### config.mk
export PLATFORM = sky130hd
export DESIGN_NAME = dcza_axis_map
export DESIGN_NICKNAME = d
export VERILOG_FILES = /design/src/dcza_pkg.sv /design/src/dcza_axis_map.sv
export SDC_FILE = /design/constraint.sdc
export NUM_CORES = 1
export LEC_CHECK = 0
export ABC_AREA = 1
export BUFFER_PORTS_ARGS = -buffer_cell sky130_fd_sc_hd__buf_2
export CAP_MARGIN = 20
export CORE_UTILIZATION = 50
export CTS_BUF_LIST = sky130_fd_sc_hd__clkbuf_4
export CTS_CLUSTER_DIAMETER = 200
export CTS_CLUSTER_SIZE = 40
export DETAILED_ROUTE_END_ITERATION = 8
export GPL_TIMING_DRIVEN = 0
export PLACE_DENSITY = 0.73
export SLEW_MARGIN = 20
export SYNTH_ARGS = -nofsm -noshare
export SYNTH_HDL_FRONTEND = slang
export SYNTH_SLANG_ARGS = --single-unit
### constraint.sdc
create_clock -name clk -period 12.28 [get_ports clk]
set_input_delay 2.456 -clock clk [delete_from_list [all_inputs] [get_ports clk]]
set_output_delay 2.456 -clock clk [all_outputs]
set_load 0.01 [all_outputs]
### src/dcza_pkg.sv
// dcza_pkg: types, constants and helpers shared by the depth-to-color z-buffer block
// used by dcza_axis_map and depth_to_color_zbuffer_align; depends on nothing
`timescale 1ns / 1ps

package dcza_pkg;

	// store geometry
	localparam int MAX_COLS  = 1024;
	localparam int MAX_ROWS  = 1024;
	localparam int MAX_DIM   = (MAX_COLS > MAX_ROWS) ? MAX_COLS : MAX_ROWS;
	localparam int MEM_DEPTH = MAX_COLS * MAX_ROWS;
	localparam int ADDR_W    = $clog2(MEM_DEPTH);

	// field widths
	localparam int PIX_W   = 10;
	localparam int DEPTH_W = 16;
	localparam int CELL_W  = 14;
	localparam int CTR_W   = 16;   // Q12.4 principal points
	localparam int SC_W    = 20;   // Q4.16 focal ratio
	localparam int CW_W    = 11;   // color size
	localparam int CFG_W   = 20;
	localparam int CIDX_W  = 4;

	// coordinate width: holds a request position and any in-store mapped position
	localparam int CRD_W = (PIX_W > $clog2(MAX_DIM)) ? PIX_W : $clog2(MAX_DIM);
	// per-axis bound: min of color size and store size
	localparam int LIM_W = ($clog2(MAX_DIM + 1) > CW_W) ? $clog2(MAX_DIM + 1) : CW_W;

	// mapping arithmetic
	localparam int FRAC_SH = 20;                 // Q.4 times Q4.16
	localparam int CC_SH   = 16;                 // Q12.4 lifted to Q.20
	localparam int DIFF_W  = CTR_W + 1;
	localparam int PROD_W  = DIFF_W + SC_W + 1;
	localparam int SUM_W   = PROD_W + 1;
	localparam int Q_W     = SUM_W - FRAC_SH + 1;

	localparam logic [DEPTH_W-1:0] DEPTH_LIMIT = DEPTH_W'(10000);

	localparam logic [SC_W-1:0] SCALE_RST  = SC_W'(65536);
	localparam logic [CW_W-1:0] WIDTH_RST  = CW_W'(640);
	localparam logic [CW_W-1:0] HEIGHT_RST = CW_W'(480);

	typedef enum logic {
		REQ_PROJECT = 1'b0,
		REQ_READ    = 1'b1
	} req_t;

	typedef enum logic [CIDX_W-1:0] {
		REG_DEPTH_CENTER_X = 4'd0,
		REG_DEPTH_CENTER_Y = 4'd1,
		REG_COLOR_CENTER_X = 4'd2,
		REG_COLOR_CENTER_Y = 4'd3,
		REG_SCALE_X        = 4'd4,
		REG_SCALE_Y        = 4'd5,
		REG_COLOR_WIDTH    = 4'd6,
		REG_COLOR_HEIGHT   = 4'd7
	} cfg_idx_t;

	typedef struct packed {
		req_t               req_type;
		logic [PIX_W-1:0]   pix_col;
		logic [PIX_W-1:0]   pix_row;
		logic [DEPTH_W-1:0] depth_mm;
	} in_t;

	typedef struct packed {
		logic [CELL_W-1:0] cell_depth;
		logic [PIX_W-1:0]  cell_col;
		logic [PIX_W-1:0]  cell_row;
	} out_t;

	// per-axis mapping setup
	typedef struct packed {
		logic [CTR_W-1:0] depth_center;
		logic [SC_W-1:0]  scale;
		logic [CTR_W-1:0] color_center;
		logic [LIM_W-1:0] limit;
	} map_cfg_t;

	// per-axis mapping result
	typedef struct packed {
		logic [CRD_W-1:0] coord;
		logic             in_range;
	} map_res_t;

	// request side info carried along the pipeline
	typedef struct packed {
		req_t             req;
		logic [PIX_W-1:0] col;
		logic [PIX_W-1:0] row;
		logic [CELL_W-1:0] depth;
		logic             depth_ok;
		logic             in_store;
	} side_t;

	// linear cell address, row major; valid only for in-store coordinates
	function automatic logic [ADDR_W-1:0] cell_addr(input logic [CRD_W-1:0] c,
		input logic [CRD_W-1:0] r);
		logic [2*CRD_W:0] full;
		full = (2*CRD_W+1)'(r) * (2*CRD_W+1)'(MAX_COLS) + (2*CRD_W+1)'(c);
		return full[ADDR_W-1:0];
	endfunction

endpackage

### src/dcza_axis_map.sv
// dcza_axis_map: one axis of the depth-to-color remap, three register stages
// depends on dcza_pkg
`timescale 1ns / 1ps

module dcza_axis_map (
	input  logic                      clk,
	input  logic                      en,
	input  logic [dcza_pkg::PIX_W-1:0] pos,
	input  dcza_pkg::map_cfg_t        cfg,
	output dcza_pkg::map_res_t        res
);
	import dcza_pkg::*;

	logic signed [DIFF_W-1:0] diff;
	logic signed [PROD_W-1:0] prod;
	logic signed [PROD_W-1:0] prod_s2;
	logic signed [SUM_W-1:0]  sum;
	logic signed [SUM_W-1:0]  sum_s3;
	logic                     neg;
	logic [SUM_W-1:0]         mag;
	logic [SUM_W-1:0]         rnd;
	logic [Q_W-1:0]           q;
	map_res_t                 res_s4;

	// position in Q.4 minus depth center, times the focal ratio
	always_comb begin
		diff = $signed(DIFF_W'({pos, 4'b0000})) - $signed(DIFF_W'(cfg.depth_center));
		prod = PROD_W'(diff) * PROD_W'($signed({1'b0, cfg.scale}));
	end

	// add the color center in Q.20
	assign sum = SUM_W'(prod_s2) + $signed(SUM_W'({cfg.color_center, CC_SH'(0)}));

	// round half away from zero on the magnitude
	always_comb begin
		neg = sum_s3[SUM_W-1];
		mag = neg ? SUM_W'(-sum_s3) : SUM_W'(sum_s3);
		rnd = mag + (SUM_W'(1) << (FRAC_SH - 1));
		q   = Q_W'(rnd >> FRAC_SH);
	end

	always_ff @(posedge clk) begin
		if (en) begin
			prod_s2         <= prod;
			sum_s3          <= sum;
			// a small negative that rounds to zero stays at zero
			res_s4.in_range <= (!neg || q == '0) && (q < Q_W'(cfg.limit));
			res_s4.coord    <= q[CRD_W-1:0];
		end
	end

	assign res = res_s4;

endmodule

==> impl_metrics.csv <==
group,metric,value,unit
outcome,status,"finished, final reports clean",
placement,gp_congestion,1.015,
clock_tree,h-tree-depth,3,
worst_setup_path,cp-start-kind,"primary input",
clock_tree,holdBufCountCts,0,
grt,grt_start_max_net_pins,63,
synth,yosys_warnings,0,
detailed_routing,drt_iter0_markers,989,
synth,synth.area.top_cells,"fa_1 (31%), edfxtp_1 (15%), ha_1 (12%)",
sta,fin_crit_sh,87.37,%
die,die_y,189.2,µm
clock_tree,cts_root_buf,"clkbuf_4",
worst_setup_path,crit_family,"adder cells",
synth,synth.cell_area,17530,µm²
synth,synth.most_common_cell,"inv_1",
synth,synth_area_leader_cell,"fa_1",
detailed_routing,drt_first_pass_iters,5,
sta,fin_crit,10.73,ns
clock_tree,post-cts-setup-buffers,0,
clock_tree,clk_pin_slew_worst_paths,0.16,ns
detailed_routing,drc_errors,0,
synth,synth_edf_count,88,
synth,synth_nets,2729,
flow_run,max_cap_viol_count,0,
grt,grt_util_all_layers,25.73,%
detailed_routing,highest-signal-layer,"met4",
clock_tree,numCtsBuffers,9,
synth,yosysSeqAreaShare,15.08,%
detailed_routing,vias,14301,
worst_setup_path,path_depth,36,
detailed_routing,wl_per_cell,16.00,µm
sta,fin_tns_setup,0,ns
grt,grt_overflow,0,
worst_setup_path,r2r.worst_path.cells,24,
sta,hold_viol,0,
sta,finalSetupViolations,0,
worst_setup_path,cp_common_cell,"nand2_1",
cells_and_area,synthToLayoutAreaGrowth,6.617,%
worst_hold_path,hold_path_class,"register to register",
worst_setup_path,regToRegEndpoint,"res[0]",
sta,slew_violations,0,
synth,yosysTopAreaCellShare,30.84,%
worst_setup_path,cp_data_required_time,12.50,ns
worst_setup_path,critPathArrivalTime,10.95,ns
synth,async_reset_ff_share,0,%
sta,fin_hold_ws,0.4297,ns
cells_and_area,post-route-util,54.10,%
synth,synth.avg_cell_area,7.924,µm²
die,die_area,35810,µm²
clock_tree,cts_buffer_depth,2,
grt,grt_pass1_wl,72080,µm
die,core,34540,µm²
worst_setup_path,cp_slowest_stage_delay,0.61,ns
placement,hpwl,37710,µm
placement,place_ws,1.147,ns
die,die_w,189.2,µm
detailed_routing,via_per_inst,5.168,
synth,synthTopCellsByCount,"inv_1 (541), nand2_1 (503), fa_1 (270), nor2_1 (201), ha_1 (172)",
detailed_routing,wl_met3,2360,µm
worst_setup_path,critPathLaunch,"cfg[47]",
worst_setup_path,r2r_slack,8.96,ns
worst_setup_path,r2r-start,"sum_s3[2]",
detailed_routing,dr_wl_met2,21470,µm
die,ios,86,
cells_and_area,final_nets,2823,
clock_tree,insertion_delay,0.47,ns
detailed_routing,drt-met1-wl,18320,µm
worst_setup_path,critPathCaptureType,"register",
die,start_util,50.74,%
placement,port-buffer-count,82,
synth,syn_inst,2212,
worst_setup_path,path_class,"primary input to register",
synth,synth_seq_cells,88,
sta,rsz0062_at_grt,"false",
sta,skew,0.02899,ns
clock_tree,clkSinkCount,88,
die,num_rows,68,
worst_setup_path,worstSetupEndpoint,"prod_s2[33]",
cells_and_area,drive_above_1_share,8.092,%
worst_setup_path,cp_max_fo,10,
worst_setup_path,path_buf_inv,9,
clock_tree,cts_tree,"built",
synth,synthFlopType,"edfxtp_1",
sta,max_slew_margin,41.91,%
grt,antenna_found_initial,1,
detailed_routing,wl,44270,µm
sta,finalWorstSetupSlack,1.550,ns
worst_setup_path,critPathSlowestCell,"nor3_1",
sta,max_freq,0.09320,GHz
synth,ys_types,52,
detailed_routing,antenna_left,0,
clock_tree,cts_resized,0,
grt,grt_pass1_vias,14818,
sta,worst_slew_pin_slew,0.8690,ns
-- kinds of logic (layout without fill, tap and decap cells) --
logic type	Yosys count	in the layout	share of synthesized area, %
AOI/OAI and AO/OA	140	140	4.661
xor gates and xnor gates	55	55	2.791
adders and majority gates	442	442	43.12
buffers and inverters	600	699	13.05
DFF	88	88	15.08
other	0	1	0
and+or+nand+nor	887	887	21.31
-- flip-flops by register name (all words and copies together) (netlist names) --
signal	cells
prod_s2	38
res	11
sum_s3	39
-- placed cells by master (no fill, tap or decap), types with 8 or more instances in the layout --
cell type | synthesis | routed
a21oi_1 | 67 | 67
a31oi_1 | 11 | 11
buf_2 | 6 | 87
clkbuf_1 | 35 | 35
clkbuf_4 | 0 | 9
edfxtp_1 | 88 | 88
fa_1 | 270 | 270
ha_1 | 172 | 172
inv_1 | 541 | 541
nand2_1 | 503 | 503
nand2_2 | 12 | 12
nand3_1 | 84 | 84
nand4_1 | 16 | 16
nor2_1 | 201 | 201
nor2_2 | 25 | 25
nor3_1 | 8 | 8
o21ai_0 | 25 | 25
or2_2 | 16 | 16
xnor2_1 | 19 | 19
xor2_1 | 35 | 35
-- per-stage QoR --
step	cell area, µm²	cells
global route	18690	2767
finish	18690	2767
global placement	18510	2749
detailed placement	18540	2750
CTS	18690	2766
floorplan	17530	2212
-- metal layers --
layer / GRT usage [%] / vias to the layer above
li1: - / 6823
met1: 31.15 / 6878
met2: 45.73 / 495
met3: 3.040 / 105
met4: 11.79 / 0
met5: 0 / -
-- worst min-delay path by stage --
stage	endpoint	depth (start not counted)	from
2_1_floorplan	sum_s3[0]	0	prod_s2[0]
3_3_place_gp	sum_s3[15]	0	prod_s2[15]
3_5_place_dp	sum_s3[0]	0	prod_s2[0]
4_1_cts	sum_s3[0]	0	prod_s2[0]
5_1_grt	sum_s3[2]	0	prod_s2[2]
6_report	sum_s3[3]	0	prod_s2[3]
-- cell type report --
cell class                      instances  area [µm²]
Antenna cell                            1       2.502
Buffer                                 47       211.5
Clock buffer                            9       67.56
Clock inverter                          7       80.08
Fill cell                            3272       15860
Inverter                              553        2076
Multi-Input combinational cell       1524       12600
Sequential cell                        88        2643
Tap cell                              455       569.3
Timing Repair Buffer                   83       440.4
-- worst register-to-register path: stages (launching register included) --
cell      delay, ns
edfxtp_1       0.46
nor2_1         0.23
nand2_1        0.12
nor2_2         0.15
nand3_1        0.14
nand2_1        0.08
nand2_1        0.05
nand2_1        0.09
ha_1           0.28
nand2_1        0.16
o21ai_0        0.16
o21ai_0        0.09
inv_1          0.09
ha_1           0.23
nand3_1        0.09
nand2_1        0.05
nand3_1        0.07
nand2_1        0.06
nand2_1        0.05
a21oi_1        0.05
nor2_1         0.10
nand4_1        0.09
nor2_1         0.12
nand3_1        0.08
nor2_1         0.08
Power is left out: the tool's default activity adds up to more than one toggle a clock period on the data nets, which glitch-free logic cannot reach.
